## config.mk

```make
export PLATFORM = sky130hd
export DESIGN_NAME = sql_comment_stripper_top
export DESIGN_NICKNAME = d
export VERILOG_FILES = /design/src/rtl/core/scs_pkg.sv /design/src/rtl/core/sql_comment_stripper_top.sv
export SDC_FILE = /design/constraint.sdc
export NUM_CORES = 1
export LEC_CHECK = 0
export BUFFER_PORTS_ARGS = -buffer_cell sky130_fd_sc_hd__buf_2
export CORE_MARGIN = 2
export CORE_UTILIZATION = 30
export CTS_BUF_LIST = sky130_fd_sc_hd__clkbuf_4
export CTS_CLUSTER_SIZE = 28
export DETAILED_ROUTE_END_ITERATION = 8
export MAX_ROUTING_LAYER = met4
export PLACE_DENSITY = 0.55
export SETUP_SLACK_MARGIN = 0.02
export SYNTH_ARGS = -nofsm -noshare
export SYNTH_HDL_FRONTEND = slang
export SYNTH_SLANG_ARGS = --single-unit
export TNS_END_PERCENT = 10
```

## constraint.sdc

```tcl
create_clock -name clock -period 4.9 [get_ports clock]
set_input_delay 0.735 -clock clock [delete_from_list [all_inputs] [get_ports clock]]
set_output_delay 0.735 -clock clock [all_outputs]
set_load 0.05 [all_outputs]
```

## src/rtl/core/scs_pkg.sv

```systemverilog
// ----------------------------------------------------------------------------
// scs_pkg
// Shared types, character constants and the per-byte lexer function of the
// SQL comment stripper.
// ----------------------------------------------------------------------------
package scs_pkg;

   // Lexer modes
   typedef enum logic [1:0] {
      MODE_NORMAL = 2'd0,
      MODE_STRING = 2'd1,
      MODE_LINE   = 2'd2,
      MODE_BLOCK  = 2'd3
   } lex_mode_type;

   // Characters the lexer looks for
   localparam logic [7:0] CH_SQUOTE  = 8'h27;
   localparam logic [7:0] CH_DQUOTE  = 8'h22;
   localparam logic [7:0] CH_DASH    = 8'h2D;
   localparam logic [7:0] CH_SLASH   = 8'h2F;
   localparam logic [7:0] CH_STAR    = 8'h2A;
   localparam logic [7:0] CH_NEWLINE = 8'h0A;
   localparam logic [7:0] CH_BSLASH  = 8'h5C;

   // One result item
   typedef struct packed {
      logic [7:0] out_byte;
      logic       has_byte;
      logic       run_end;
      logic       query_done;
   } result_type;

   // Outcome of lexing one byte
   typedef struct packed {
      lex_mode_type mode;
      logic         dq;
      logic         emit;
      logic [7:0]   data;
      logic         eat;
   } lex_out_type;

   // Lex byte c with raw predecessor p and lookahead n (valid if has_next)
   function automatic lex_out_type scs_lex(lex_mode_type mode, logic dq,
                                           logic [7:0] c, logic [7:0] p,
                                           logic [7:0] n, logic has_next);
      lex_out_type r;
      logic        c_dq;
      r.mode = mode;
      r.dq   = dq;
      r.emit = 1'b0;
      r.data = c;
      r.eat  = 1'b0;
      c_dq   = (c == CH_DQUOTE);
      if (mode == MODE_NORMAL || mode == MODE_STRING) begin
         if ((c == CH_SQUOTE || c == CH_DQUOTE) && p != CH_BSLASH) begin
            // open a string, or close it on the matching quote
            if (mode != MODE_STRING) begin
               r.mode = MODE_STRING;
               r.dq   = c_dq;
            end else if (c_dq == dq) begin
               r.mode = MODE_NORMAL;
            end
            r.emit = 1'b1;
         end else if (mode == MODE_NORMAL && has_next &&
                      c == CH_DASH && n == CH_DASH) begin
            r.mode = MODE_LINE;
            r.eat  = 1'b1;
         end else if (mode == MODE_NORMAL && has_next &&
                      c == CH_SLASH && n == CH_STAR) begin
            r.mode = MODE_BLOCK;
            r.eat  = 1'b1;
         end else begin
            r.emit = 1'b1;
         end
      end else if (mode == MODE_LINE) begin
         // keep the newline that ends a line comment
         if (c == CH_NEWLINE) begin
            r.mode = MODE_NORMAL;
            r.emit = 1'b1;
         end
      end else if (has_next && c == CH_STAR && n == CH_SLASH) begin
         r.mode = MODE_NORMAL;
         r.eat  = 1'b1;
      end
      return r;
   endfunction

endpackage

```

## src/rtl/core/sql_comment_stripper_top.sv

```systemverilog
// ----------------------------------------------------------------------------
// sql_comment_stripper_top
// Streaming SQL comment remover with one byte of lookahead.
// ----------------------------------------------------------------------------
// Usage:
//   The req channel takes one query byte per item, with req_end_of_query set
//   on the final byte. The rsp channel returns the query with '--' line
//   comments (ending newline kept) and block comments removed; quoted strings
//   pass unchanged. Each byte is held until the next byte arrives, so a kept
//   byte leaves one item later; the final byte of a query is judged alone.
//   An item causes zero, one or two result items; rsp_run_end marks the last
//   one of an item and rsp_query_done the last one of a query. A query whose
//   final item keeps no byte yields a bare marker with rsp_has_byte low.
//   Latency: a result is visible on rsp at the earliest in the cycle after the
//   item that causes it is accepted. Throughput: one item per cycle while
//   req_stall is low; the held and final bytes are lexed in the same cycle.
//   Results queue in a four-entry buffer; req_stall rises when fewer than two
//   entries are free, so a stalling receiver holds off the input once three
//   results wait, and the buffer never holds more than four. Reset clears
//   the lexer and empties the buffer.
// ----------------------------------------------------------------------------
module sql_comment_stripper_top (
   input  logic       clock,
   input  logic       reset,
   input  logic       req_valid,
   output logic       req_stall,
   input  logic [7:0] req_in_byte,
   input  logic       req_end_of_query,
   output logic       rsp_valid,
   input  logic       rsp_stall,
   output logic [7:0] rsp_out_byte,
   output logic       rsp_has_byte,
   output logic       rsp_run_end,
   output logic       rsp_query_done
);
   import scs_pkg::*;

   localparam int unsigned FifoDepth = 4;

   // lexer state
   lex_mode_type mode_ff, mode_in;
   logic         dq_ff, dq_in;
   logic [7:0]   held_ff, held_in;
   logic         held_vld_ff, held_vld_in;
   logic [7:0]   prev_ff, prev_in;
   logic         consumed_ff, consumed_in;

   // result buffer
   result_type   fifo_ff [FifoDepth];
   logic [1:0]   wr_ptr_ff, rd_ptr_ff;
   logic [2:0]   count_ff, count_in;

   logic         req_take;
   logic         rsp_take;
   logic [7:0]   prev_of_in;
   lex_out_type  lex_held;
   lex_out_type  lex_last;
   logic         do_held;
   logic         do_last;
   lex_mode_type mode_mid;
   logic         dq_mid;
   result_type   res0, res1;
   logic [1:0]   res_cnt;

   assign req_stall = (count_ff > 3'd2);
   assign req_take  = req_valid && !req_stall;
   assign rsp_valid = (count_ff != 3'd0);
   assign rsp_take  = rsp_valid && !rsp_stall;

   // Lex the held byte with the new byte as lookahead, then the final byte
   always_comb begin
      prev_of_in = held_vld_ff ? held_ff : 8'd0;
      do_held    = held_vld_ff && !consumed_ff;
      lex_held   = scs_lex(mode_ff, dq_ff, held_ff, prev_ff, req_in_byte, 1'b1);
      mode_mid   = do_held ? lex_held.mode : mode_ff;
      dq_mid     = do_held ? lex_held.dq : dq_ff;
      do_last    = req_end_of_query && !(do_held && lex_held.eat);
      lex_last   = scs_lex(mode_mid, dq_mid, req_in_byte, prev_of_in, 8'd0, 1'b0);
   end

   // Next lexer state
   always_comb begin
      mode_in     = mode_ff;
      dq_in       = dq_ff;
      held_in     = held_ff;
      held_vld_in = held_vld_ff;
      prev_in     = prev_ff;
      consumed_in = consumed_ff;
      if (req_take) begin
         if (req_end_of_query) begin
            // query over: back to reset values
            mode_in     = MODE_NORMAL;
            dq_in       = 1'b0;
            held_in     = 8'd0;
            held_vld_in = 1'b0;
            prev_in     = 8'd0;
            consumed_in = 1'b0;
         end else begin
            mode_in     = mode_mid;
            dq_in       = dq_mid;
            held_in     = req_in_byte;
            held_vld_in = 1'b1;
            prev_in     = prev_of_in;
            consumed_in = do_held && lex_held.eat;
         end
      end
   end

   // Result items caused by this item
   always_comb begin
      res0    = '0;
      res1    = '0;
      res_cnt = 2'd0;
      if (do_held && lex_held.emit) begin
         res0.out_byte = lex_held.data;
         res0.has_byte = 1'b1;
         res_cnt       = 2'd1;
      end
      if (req_end_of_query) begin
         if (do_last && lex_last.emit) begin
            if (res_cnt == 2'd0) begin
               res0.out_byte   = lex_last.data;
               res0.has_byte   = 1'b1;
               res0.run_end    = 1'b1;
               res0.query_done = 1'b1;
               res_cnt         = 2'd1;
            end else begin
               res1.out_byte   = lex_last.data;
               res1.has_byte   = 1'b1;
               res1.run_end    = 1'b1;
               res1.query_done = 1'b1;
               res_cnt         = 2'd2;
            end
         end else begin
            // bare end marker when nothing else closes the query
            res0.run_end    = 1'b1;
            res0.query_done = 1'b1;
            res_cnt         = 2'd1;
         end
      end else begin
         res0.run_end = (res_cnt != 2'd0);
      end
   end

   // Occupancy after push and pop
   always_comb begin
      count_in = count_ff;
      if (req_take) begin
         count_in = count_in + {1'b0, res_cnt};
      end
      if (rsp_take) begin
         count_in = count_in - 3'd1;
      end
   end

   // Advance lexer state and buffer pointers
   always_ff @(posedge clock) begin
      if (reset) begin
         mode_ff     <= MODE_NORMAL;
         dq_ff       <= 1'b0;
         held_ff     <= 8'd0;
         held_vld_ff <= 1'b0;
         prev_ff     <= 8'd0;
         consumed_ff <= 1'b0;
         wr_ptr_ff   <= 2'd0;
         rd_ptr_ff   <= 2'd0;
         count_ff    <= 3'd0;
      end else begin
         mode_ff     <= mode_in;
         dq_ff       <= dq_in;
         held_ff     <= held_in;
         held_vld_ff <= held_vld_in;
         prev_ff     <= prev_in;
         consumed_ff <= consumed_in;
         count_ff    <= count_in;
         if (req_take) begin
            wr_ptr_ff <= wr_ptr_ff + res_cnt;
         end
         if (rsp_take) begin
            rd_ptr_ff <= rd_ptr_ff + 2'd1;
         end
      end
   end

   // Write up to two results into the buffer
   always_ff @(posedge clock) begin
      if (req_take && res_cnt != 2'd0) begin
         fifo_ff[wr_ptr_ff] <= res0;
      end
      if (req_take && res_cnt == 2'd2) begin
         fifo_ff[wr_ptr_ff + 2'd1] <= res1;
      end
   end

   // Head of buffer drives the result channel
   assign rsp_out_byte   = fifo_ff[rd_ptr_ff].out_byte;
   assign rsp_has_byte   = fifo_ff[rd_ptr_ff].has_byte;
   assign rsp_run_end    = fifo_ff[rd_ptr_ff].run_end;
   assign rsp_query_done = fifo_ff[rd_ptr_ff].query_done;

   a_count_bound: assert property (@(posedge clock) disable iff (reset)
      count_ff <= 3'd4)
      else $error("result buffer over capacity");

   a_eoq_clears: assert property (@(posedge clock) disable iff (reset)
      req_take && req_end_of_query |=> mode_ff == MODE_NORMAL && !held_vld_ff)
      else $error("lexer state not cleared after end of query");

   a_eoq_result: assert property (@(posedge clock) disable iff (reset)
      req_take && req_end_of_query |=> count_ff != 3'd0)
      else $error("end of query produced no result");

   a_consumed_held: assert property (@(posedge clock) disable iff (reset)
      consumed_ff |-> held_vld_ff)
      else $error("consumed flag without a held byte");

   a_bare_marker: assert property (@(posedge clock) disable iff (reset)
      rsp_valid && !rsp_has_byte |-> rsp_out_byte == 8'd0 && rsp_query_done)
      else $error("bare marker carries data or lacks query end");

endmodule
```

==> results of run 1 <==
-- Yosys cell counts, types with 2 or more instances --
| cell | number | share of area (%) |
|---|---|---|
| a211oi_1 | 6 | 1.2 |
| a21oi_1 | 35 | 4.5 |
| a31oi_1 | 4 | 0.64 |
| a31oi_2 | 2 | 0.64 |
| a32o_1 | 8 | 2.1 |
| a41oi_1 | 3 | 0.68 |
| and2_1 | 3 | 0.48 |
| and3_1 | 10 | 1.6 |
| buf_1 | 4 | 0.39 |
| buf_2 | 8 | 1.0 |
| clkbuf_1 | 21 | 2.0 |
| dfxtp_1 | 30 | 15 |
| edfxtp_1 | 44 | 34 |
| ha_1 | 3 | 0.97 |
| inv_1 | 6 | 0.58 |
| mux4_2 | 11 | 6.4 |
| nand2_1 | 59 | 5.7 |
| nand2b_1 | 2 | 0.32 |
| nand3_1 | 14 | 1.8 |
| nand4_1 | 3 | 0.48 |
| nor2_1 | 33 | 3.2 |
| nor2b_1 | 4 | 0.64 |
| nor3_1 | 3 | 0.39 |
| nor4b_1 | 3 | 0.68 |
| o21ai_0 | 25 | 3.2 |
| o21ai_1 | 2 | 0.26 |
| o31ai_1 | 12 | 2.3 |
| or3_1 | 3 | 0.48 |
| xnor2_1 | 4 | 0.90 |
| xor2_1 | 4 | 0.90 |
-- flip-flops by register name, indices dropped and copies added, names as in the netlist, named ones only --
signal,cells
consumed_ff,1
mode_ff,2
count_ff,3
dq_ff,1
prev_ff,8
held_ff,8
held_vld_ff,1
wr_ptr_ff,2
rd_ptr_ff,2
fifo_ff,44
-- layer usage --
metal / vias up / track usage (%) / wire (microns)
li1: 1482 / - / -
met1: 1476 / 19.8 / 4370
met2: 96 / 22.9 / 4730
met3: 9 / 4.26 / 598
met4: 0 / 5.12 / 97
met5: - / - / 0
-- power by group through the flow --
stage | logic [uW] | clock network [uW] | registers, uW
after floorplan | 638 | 0 | 786
after global placement | 749 | 0 | 844
after detailed placement | 756 | 0 | 848
after CTS | 759 | 342 | 834
after global routing | 816 | 371 | 845
final | 754 | 325 | 831
-- worst min-delay path, cell delays in order, from the launching register on --
cell and delay (ns):
dfxtp_1 0.33, nand2_1 0.05, a21oi_1 0.05
-- stage by stage --
step / hold slack (ns) / instances / worst slack, ns / total power (uW)
floorplan: 0.427 / 393 / 1.16 / 1420
global placement: 0.437 / 564 / 0.879 / 1590
detailed placement: 0.445 / 564 / 0.773 / 1600
CTS: 0.465 / 580 / 1.17 / 1940
global route: 0.482 / 580 / 0.895 / 2030
finish: 0.459 / 580 / 1.18 / 1910
-- final timing paths --
kind                                  from     endpoint  slack [ns]  cells after the start
worst min-delay path            prev_ff[2]   prev_ff[2]        0.46                      2
worst max-delay path            held_ff[1]  count_ff[1]        1.18                     13
worst min register to register  prev_ff[2]   prev_ff[2]        0.46                      2
worst max register to register  held_ff[1]  count_ff[1]        1.18                     13
-- final cells by class --
| cell class | instances | area (sq um) | share of cell area [%] |
|---|---|---|---|
| Clock buffer | 9 | 67.6 | 1.59 |
| Clock inverter | 7 | 46.3 | 1.09 |
| Inverter | 7 | 26.3 | 0.617 |
| Multi-Input combinational cell | 278 | 1800 | 42.2 |
| Sequential cell | 74 | 1920 | 45.1 |
| Tap cell | 172 | 215 | 5.05 |
| Timing Repair Buffer | 33 | 185 | 4.35 |
-- kinds of logic after synthesis --
| group | synth area share [%] |
|---|---|
| DFF | 49.4 |
| adders and majority gates | 1.48 |
| and+or+nand+nor | 18.5 |
| xor gates and xnor gates | 1.80 |
| muxes | 6.92 |
| AOI/OAI and AO/OA | 17.5 |
| buffers and inverters | 4.41 |
==> metrics.yaml, run 1 <==
global_routing:
  grt_first_pass_wirelength_mm: 16.1
  overflow: 0
  grt_pass1_vias: 2971
  antenna_found_initial: 0
  grt_max_degree: 31
  grt.total_usage_pct: 15.2
placed_design:
  dpl.hpwl_mm: 6.82
  placed_area_sq_mm: 0.00415
  finalWeightedCongestion: 0.918
  port_buffers: 25
critical_path:
  crit_required_ns: 5.28
  crit_arrival_ns: 4.10
  worstPathCellList: "or3b_2, o31a_1, a211oi_1, buf_4, xnor2_1, ha_1, inv_1, fa_1, nor2_1, a21oi_1, ha_1, mux2_2, nor2_1"
  critPathMaxStageDelay_ns: 0.63
  worstSetupPathType: "register to register"
  cp-end-kind: "register"
  crit_fanout: 11
  cp_top_family: "adder cells"
  worst-path-buf-inv: 2
  crit_slowest_cell: "dfxtp_1"
  crit_path_start_kind: "register"
power:
  p_sw_uw: 815
  pwr-share-clk_pct: 17.0
  irDropWorstVdd_uv: 147
  leakage_uw: 0.00141
  power_density_mw_per_mm2: 449
  p_seq_share_pct: 43.5
  internal_power_uw: 1100
  swShare_pct: 42.7
  pwr-share-comb_pct: 39.5
timing:
  period_share_pct: 76.0
  tightest_slew_ns: 1.05
  finalMaxSlewViolations: 0
  setup-tns-final_ns: 0
  setup_violations: 0
  rsz0062_at_grt: "no"
  skew_ns: 0.0211
  slew_headroom_pct: 29.4
  timing.fmax_ghz: 0.268
  final_hold_viol_count: 0
  fin_crit_ns: 3.72
routing:
  postRouteWirelength_mm: 9.79
  wl_per_cell_microns: 16.9
  firstDrtPassIters: 5
  drtAntennaViolNets: 0
  vias: 3063
  drc: 0
  initialDrtViolationCount: 256
  via_per_inst: 5.28
clocking:
  root_buffer: "clkbuf_4"
  cts_htree_levels: 3
  post_cts_buffers: 0
  cts.sinks: 74
  cts_tree: "yes"
  cts.repair.resized: 0
  numCtsBuffers: 9
  cts_buffer_depth: 2
  clkLatencyLatePin_ns: 0.45
  cts_hold_buf: 0
  path_clk_slew_ns: 0.11
floorplanning:
  row_count: 41
  ioPinCount: 26
  core-area_sq_mm: 0.0126
  die_h_microns: 118
  die_w_microns: 118
  start_util_pct: 30.8
  dieArea_sq_mm: 0.0139
layout:
  area_growth_pct: 9.49
  drive_above_1_share_pct: 17.4
  nets: 420
  mostFrequentLayoutCells: "59 x nand2_1, 44 x edfxtp_1, 35 x a21oi_1"
  fin_area_sq_mm: 0.00426
  postLayoutCoreUtil_pct: 33.7
  n_fill_cell: 1300
  final_common_cell: "nand2_1"
  n_antenna_cell: 0
synthesis:
  ys_seq_elements: 74
  synth_edf_count: 44
  synth_top_flop_cell: "edfxtp_1"
  synthesis.nets: 410
  synth_seq_area_share_pct: 49.4
  ys_types: 54
  syn_area_sq_mm: 0.00389
  postSynth.asyncResetShare_pct: 0
  syn_inst: 393
  yosysWarnings: 0
  avgSynthCellArea_sq_um: 9.90
run_status:
  status: "complete, no violations"
job:
  maxCapViolCount: 0
min_path:
  hold_class: "register to register"
Note: power is estimated with default switching activity, not from simulation.
==> run 2: changes to the inputs <==
--- a/config.mk
+++ b/config.mk
@@ -5,6 +5,7 @@
 export SDC_FILE = /design/constraint.sdc
 export NUM_CORES = 1
 export LEC_CHECK = 0
+export ABC_AREA = 1
 export BUFFER_PORTS_ARGS = -buffer_cell sky130_fd_sc_hd__buf_2
 export CORE_MARGIN = 2
 export CORE_UTILIZATION = 30
==> constraint.sdc (replaced) <==
create_clock -name clock -period 3.7 [get_ports clock]
set_input_delay 0.555 -clock clock [delete_from_list [all_inputs] [get_ports clock]]
set_output_delay 0.555 -clock clock [all_outputs]
set_load 0.05 [all_outputs]
==> run 2 against run 1 <==
Effect of this change:
- via count is 8.0% higher
- non-clock buffer count is 2 higher
- register-to-register slack got worse by 0.77 ns
- flip-flop and latch count is the same
- clock skew is 0.0096 ns lower
- cell area increased by 4.3%
- largest cell class unchanged
- largest power group unchanged
- highest routed layer unchanged
==> metrics.yaml, run 2 <==
timing:
  setup_violations: 0  # unchanged
  rsz0062_at_grt: "no"
  whs_ns: 0.390  # -0.0693 ns
  setup-tns-final_ns: 0  # unchanged
  slew_headroom_pct: 55.2  # +26 points
  tightest_slew_ns: 0.672  # -0.382 ns
  timing.fmax_ghz: 0.303  # +13%
  period_share_pct: 89.1  # +13 points
  final_hold_viol_count: 0  # unchanged
  fin_crit_ns: 3.30  # -0.428 ns
  skew_ns: 0.0115  # -0.00959 ns
  finalMaxSlewViolations: 0  # unchanged
power:
  leakage_uw: 0.00170  # +21%
  irDropWorstVdd_uv: 144  # -2.1%
  power_density_mw_per_mm2: 568  # +27%
critical_path:
  crit_arrival_ns: 3.66  # -0.44 ns
  crit_required_ns: 4.06  # -1.22 ns
  crit_path_start_kind: "register"
  crit_fanout: 6  # -5
  cp-end-kind: "register"
  worstSetupPathType: "register to register"
layout:
  nets: 537  # +28%
  largest_reg_flops: 44  # unchanged
  max_flop_register: "fifo_ff"
  area_growth_pct: 11.5
  top_regs: "fifo_ff (44), held_ff (8), prev_ff (8)"
  drive_above_1_share_pct: 15.0  # -2.4 points
  n_antenna_cell: 0  # unchanged
  mostFrequentLayoutCells: "114 x nand2_1, 55 x inv_1, 47 x nor2_1"
  final_common_cell: "nand2_1"
  fin_area_sq_mm: 0.00444  # +4.3%
floorplanning:
  dieArea_sq_mm: 0.0142  # +2.4%
  row_count: 42  # +2.4%
  start_util_pct: 30.5  # -0.37 points
  ioPinCount: 26  # unchanged
  core-area_sq_mm: 0.0131  # +3.7%
  die_w_microns: 119  # +1.2%
  die_h_microns: 119  # +1.2%
min_path:
  hold_class: "input pin to register"
synthesis:
  synth.top_cell.area_share_pct: 33.2  # -0.81 points
  synthesis.nets: 512  # +25%
  ys_seq_elements: 74  # unchanged
  synth_top_flop_cell: "edfxtp_1"
  syn_area_sq_mm: 0.00399  # +2.4%
  yosys.area.top_type: "edfxtp_1"
  synth.area.top_cells: "edfxtp_1 33%, dfxtp_1 15%, nand2_1 11%"
  syn_inst: 495  # +26%
  synth_edf_count: 44  # unchanged
  postSynth.asyncResetShare_pct: 0  # unchanged
  synth_most_common_cell: "nand2_1"
  synthTopCellsByCount: "114 x nand2_1, 55 x inv_1, 47 x nor2_1"
  ys_types: 34  # -37%
  synth_seq_area_share_pct: 48.2  # -1.2 points
  yosysWarnings: 0  # unchanged
  avgSynthCellArea_sq_um: 8.05  # -19%
clocking:
  cts.sinks: 74  # unchanged
  numCtsBuffers: 9  # unchanged
  cts_buffer_depth: 2  # unchanged
  cts.repair.resized: 0  # unchanged
  cts_tree: "yes"
  path_clk_slew_ns: 0.12  # about the same
  cts_htree_levels: 3  # unchanged
  root_buffer: "clkbuf_4"
  cts_hold_buf: 0  # unchanged
  post_cts_buffers: 0  # unchanged
  clkLatencyLatePin_ns: 0.44  # about the same
placed_design:
  dpl.hpwl_mm: 6.67  # -2.3%
  placed_area_sq_mm: 0.00429  # +3.4%
  port_buffers: 25  # unchanged
  finalWeightedCongestion: 0.833  # -9.3%
routing:
  firstDrtPassIters: 4  # -1
  postRouteWirelength_mm: 9.63  # -1.7%
  wl_per_cell_microns: 13.7  # -19%
  drtAntennaViolNets: 0  # unchanged
  initialDrtViolationCount: 154  # -40%
  vias: 3308  # +8.0%
  drc: 0  # unchanged
  via_per_inst: 4.72  # -11%
global_routing:
  grt_first_pass_wirelength_mm: 16.1  # -0.17%
  grt.total_usage_pct: 14.8  # -0.42 points
  overflow: 0  # unchanged
  antenna_found_initial: 0  # unchanged
  grt_pass1_vias: 3226  # +8.6%
  grt_max_degree: 27  # -13%
job:
  maxCapViolCount: 0  # unchanged
run_status:
  status: "complete, no violations"
## run 2: final cells by class
cell class | count | area (sq um)
Tap cell | 176 | 220
Multi-Input combinational cell | 341 | 1720
Inverter | 59 | 221
Clock inverter | 6 | 81.3
Fill cell | 1399 | 8640
Timing Repair Buffer | 35 | 200
Sequential cell | 74 | 1920
Clock buffer | 10 | 75.1
## run 2: kinds of logic after synthesis
kind of cell / share of synthesized area (%)
flip-flops: 48.2
buffers and inverters: 8.54
adder cells (fa/ha/maj): 1.44
AO/OA/AOI/OAI: 16.6
AND/OR/NAND/NOR: 25.2
## run 2: per-layer routing
metal / GRT usage, % / part of all wire [%]
met1: 18.6 / 46
met5: - / 0
met2: 23.4 / 49
met4: 6.10 / 1.5
met3: 2.78 / 3.6
## run 2: metrics by stage
stage	total power (uW)	instances	setup slack (ns)	utilization, %
global placement	1960	685	0.313	32.8
floorplan	1740	495	0.533	-
global route	2680	701	0.0852	34.0
finish	2520	701	0.403	34.0
CTS	2550	701	0.453	34.0
detailed placement	1980	685	0.197	32.8
## run 2: power breakdown
part           switching (uW)  internal [uW]  total [uW]  leakage [uW]
Combinational             692            233         925      0.000967
Clock                     293            277         570     0.0000838
Sequential               52.7            974        1030      0.000649
## run 2: final timing paths
check / startpoint / slack (ns) / endpoint / cells after the start
setup / recovery: held_ff[1] / 0.40 / count_ff[1] / 22
hold / removal: req_in_byte[5] / 0.39 / held_ff[5] / 3
setup reg to reg: held_ff[1] / 0.40 / count_ff[1] / 22
hold reg to reg: prev_ff[0] / 0.47 / prev_ff[0] / 2
## run 2: worst max-delay path, cell delays in order, from the launching register on
cell	delay (ns)
dfxtp_1	0.48
nand2_1	0.10
nor2_2	0.18
nand2_2	0.10
a21oi_2	0.13
nand3_1	0.09
nand3_1	0.07
nand2_1	0.06
nand2_1	0.08
nand2_2	0.07
nand2_4	0.07
nand3_4	0.12
o21ai_0	0.15
inv_1	0.10
ha_1	0.19
inv_1	0.06
fa_1	0.42
nand2_1	0.09
o21ai_0	0.11
ha_1	0.32
nand2_1	0.06
nand2_1	0.05
a21oi_1	0.12
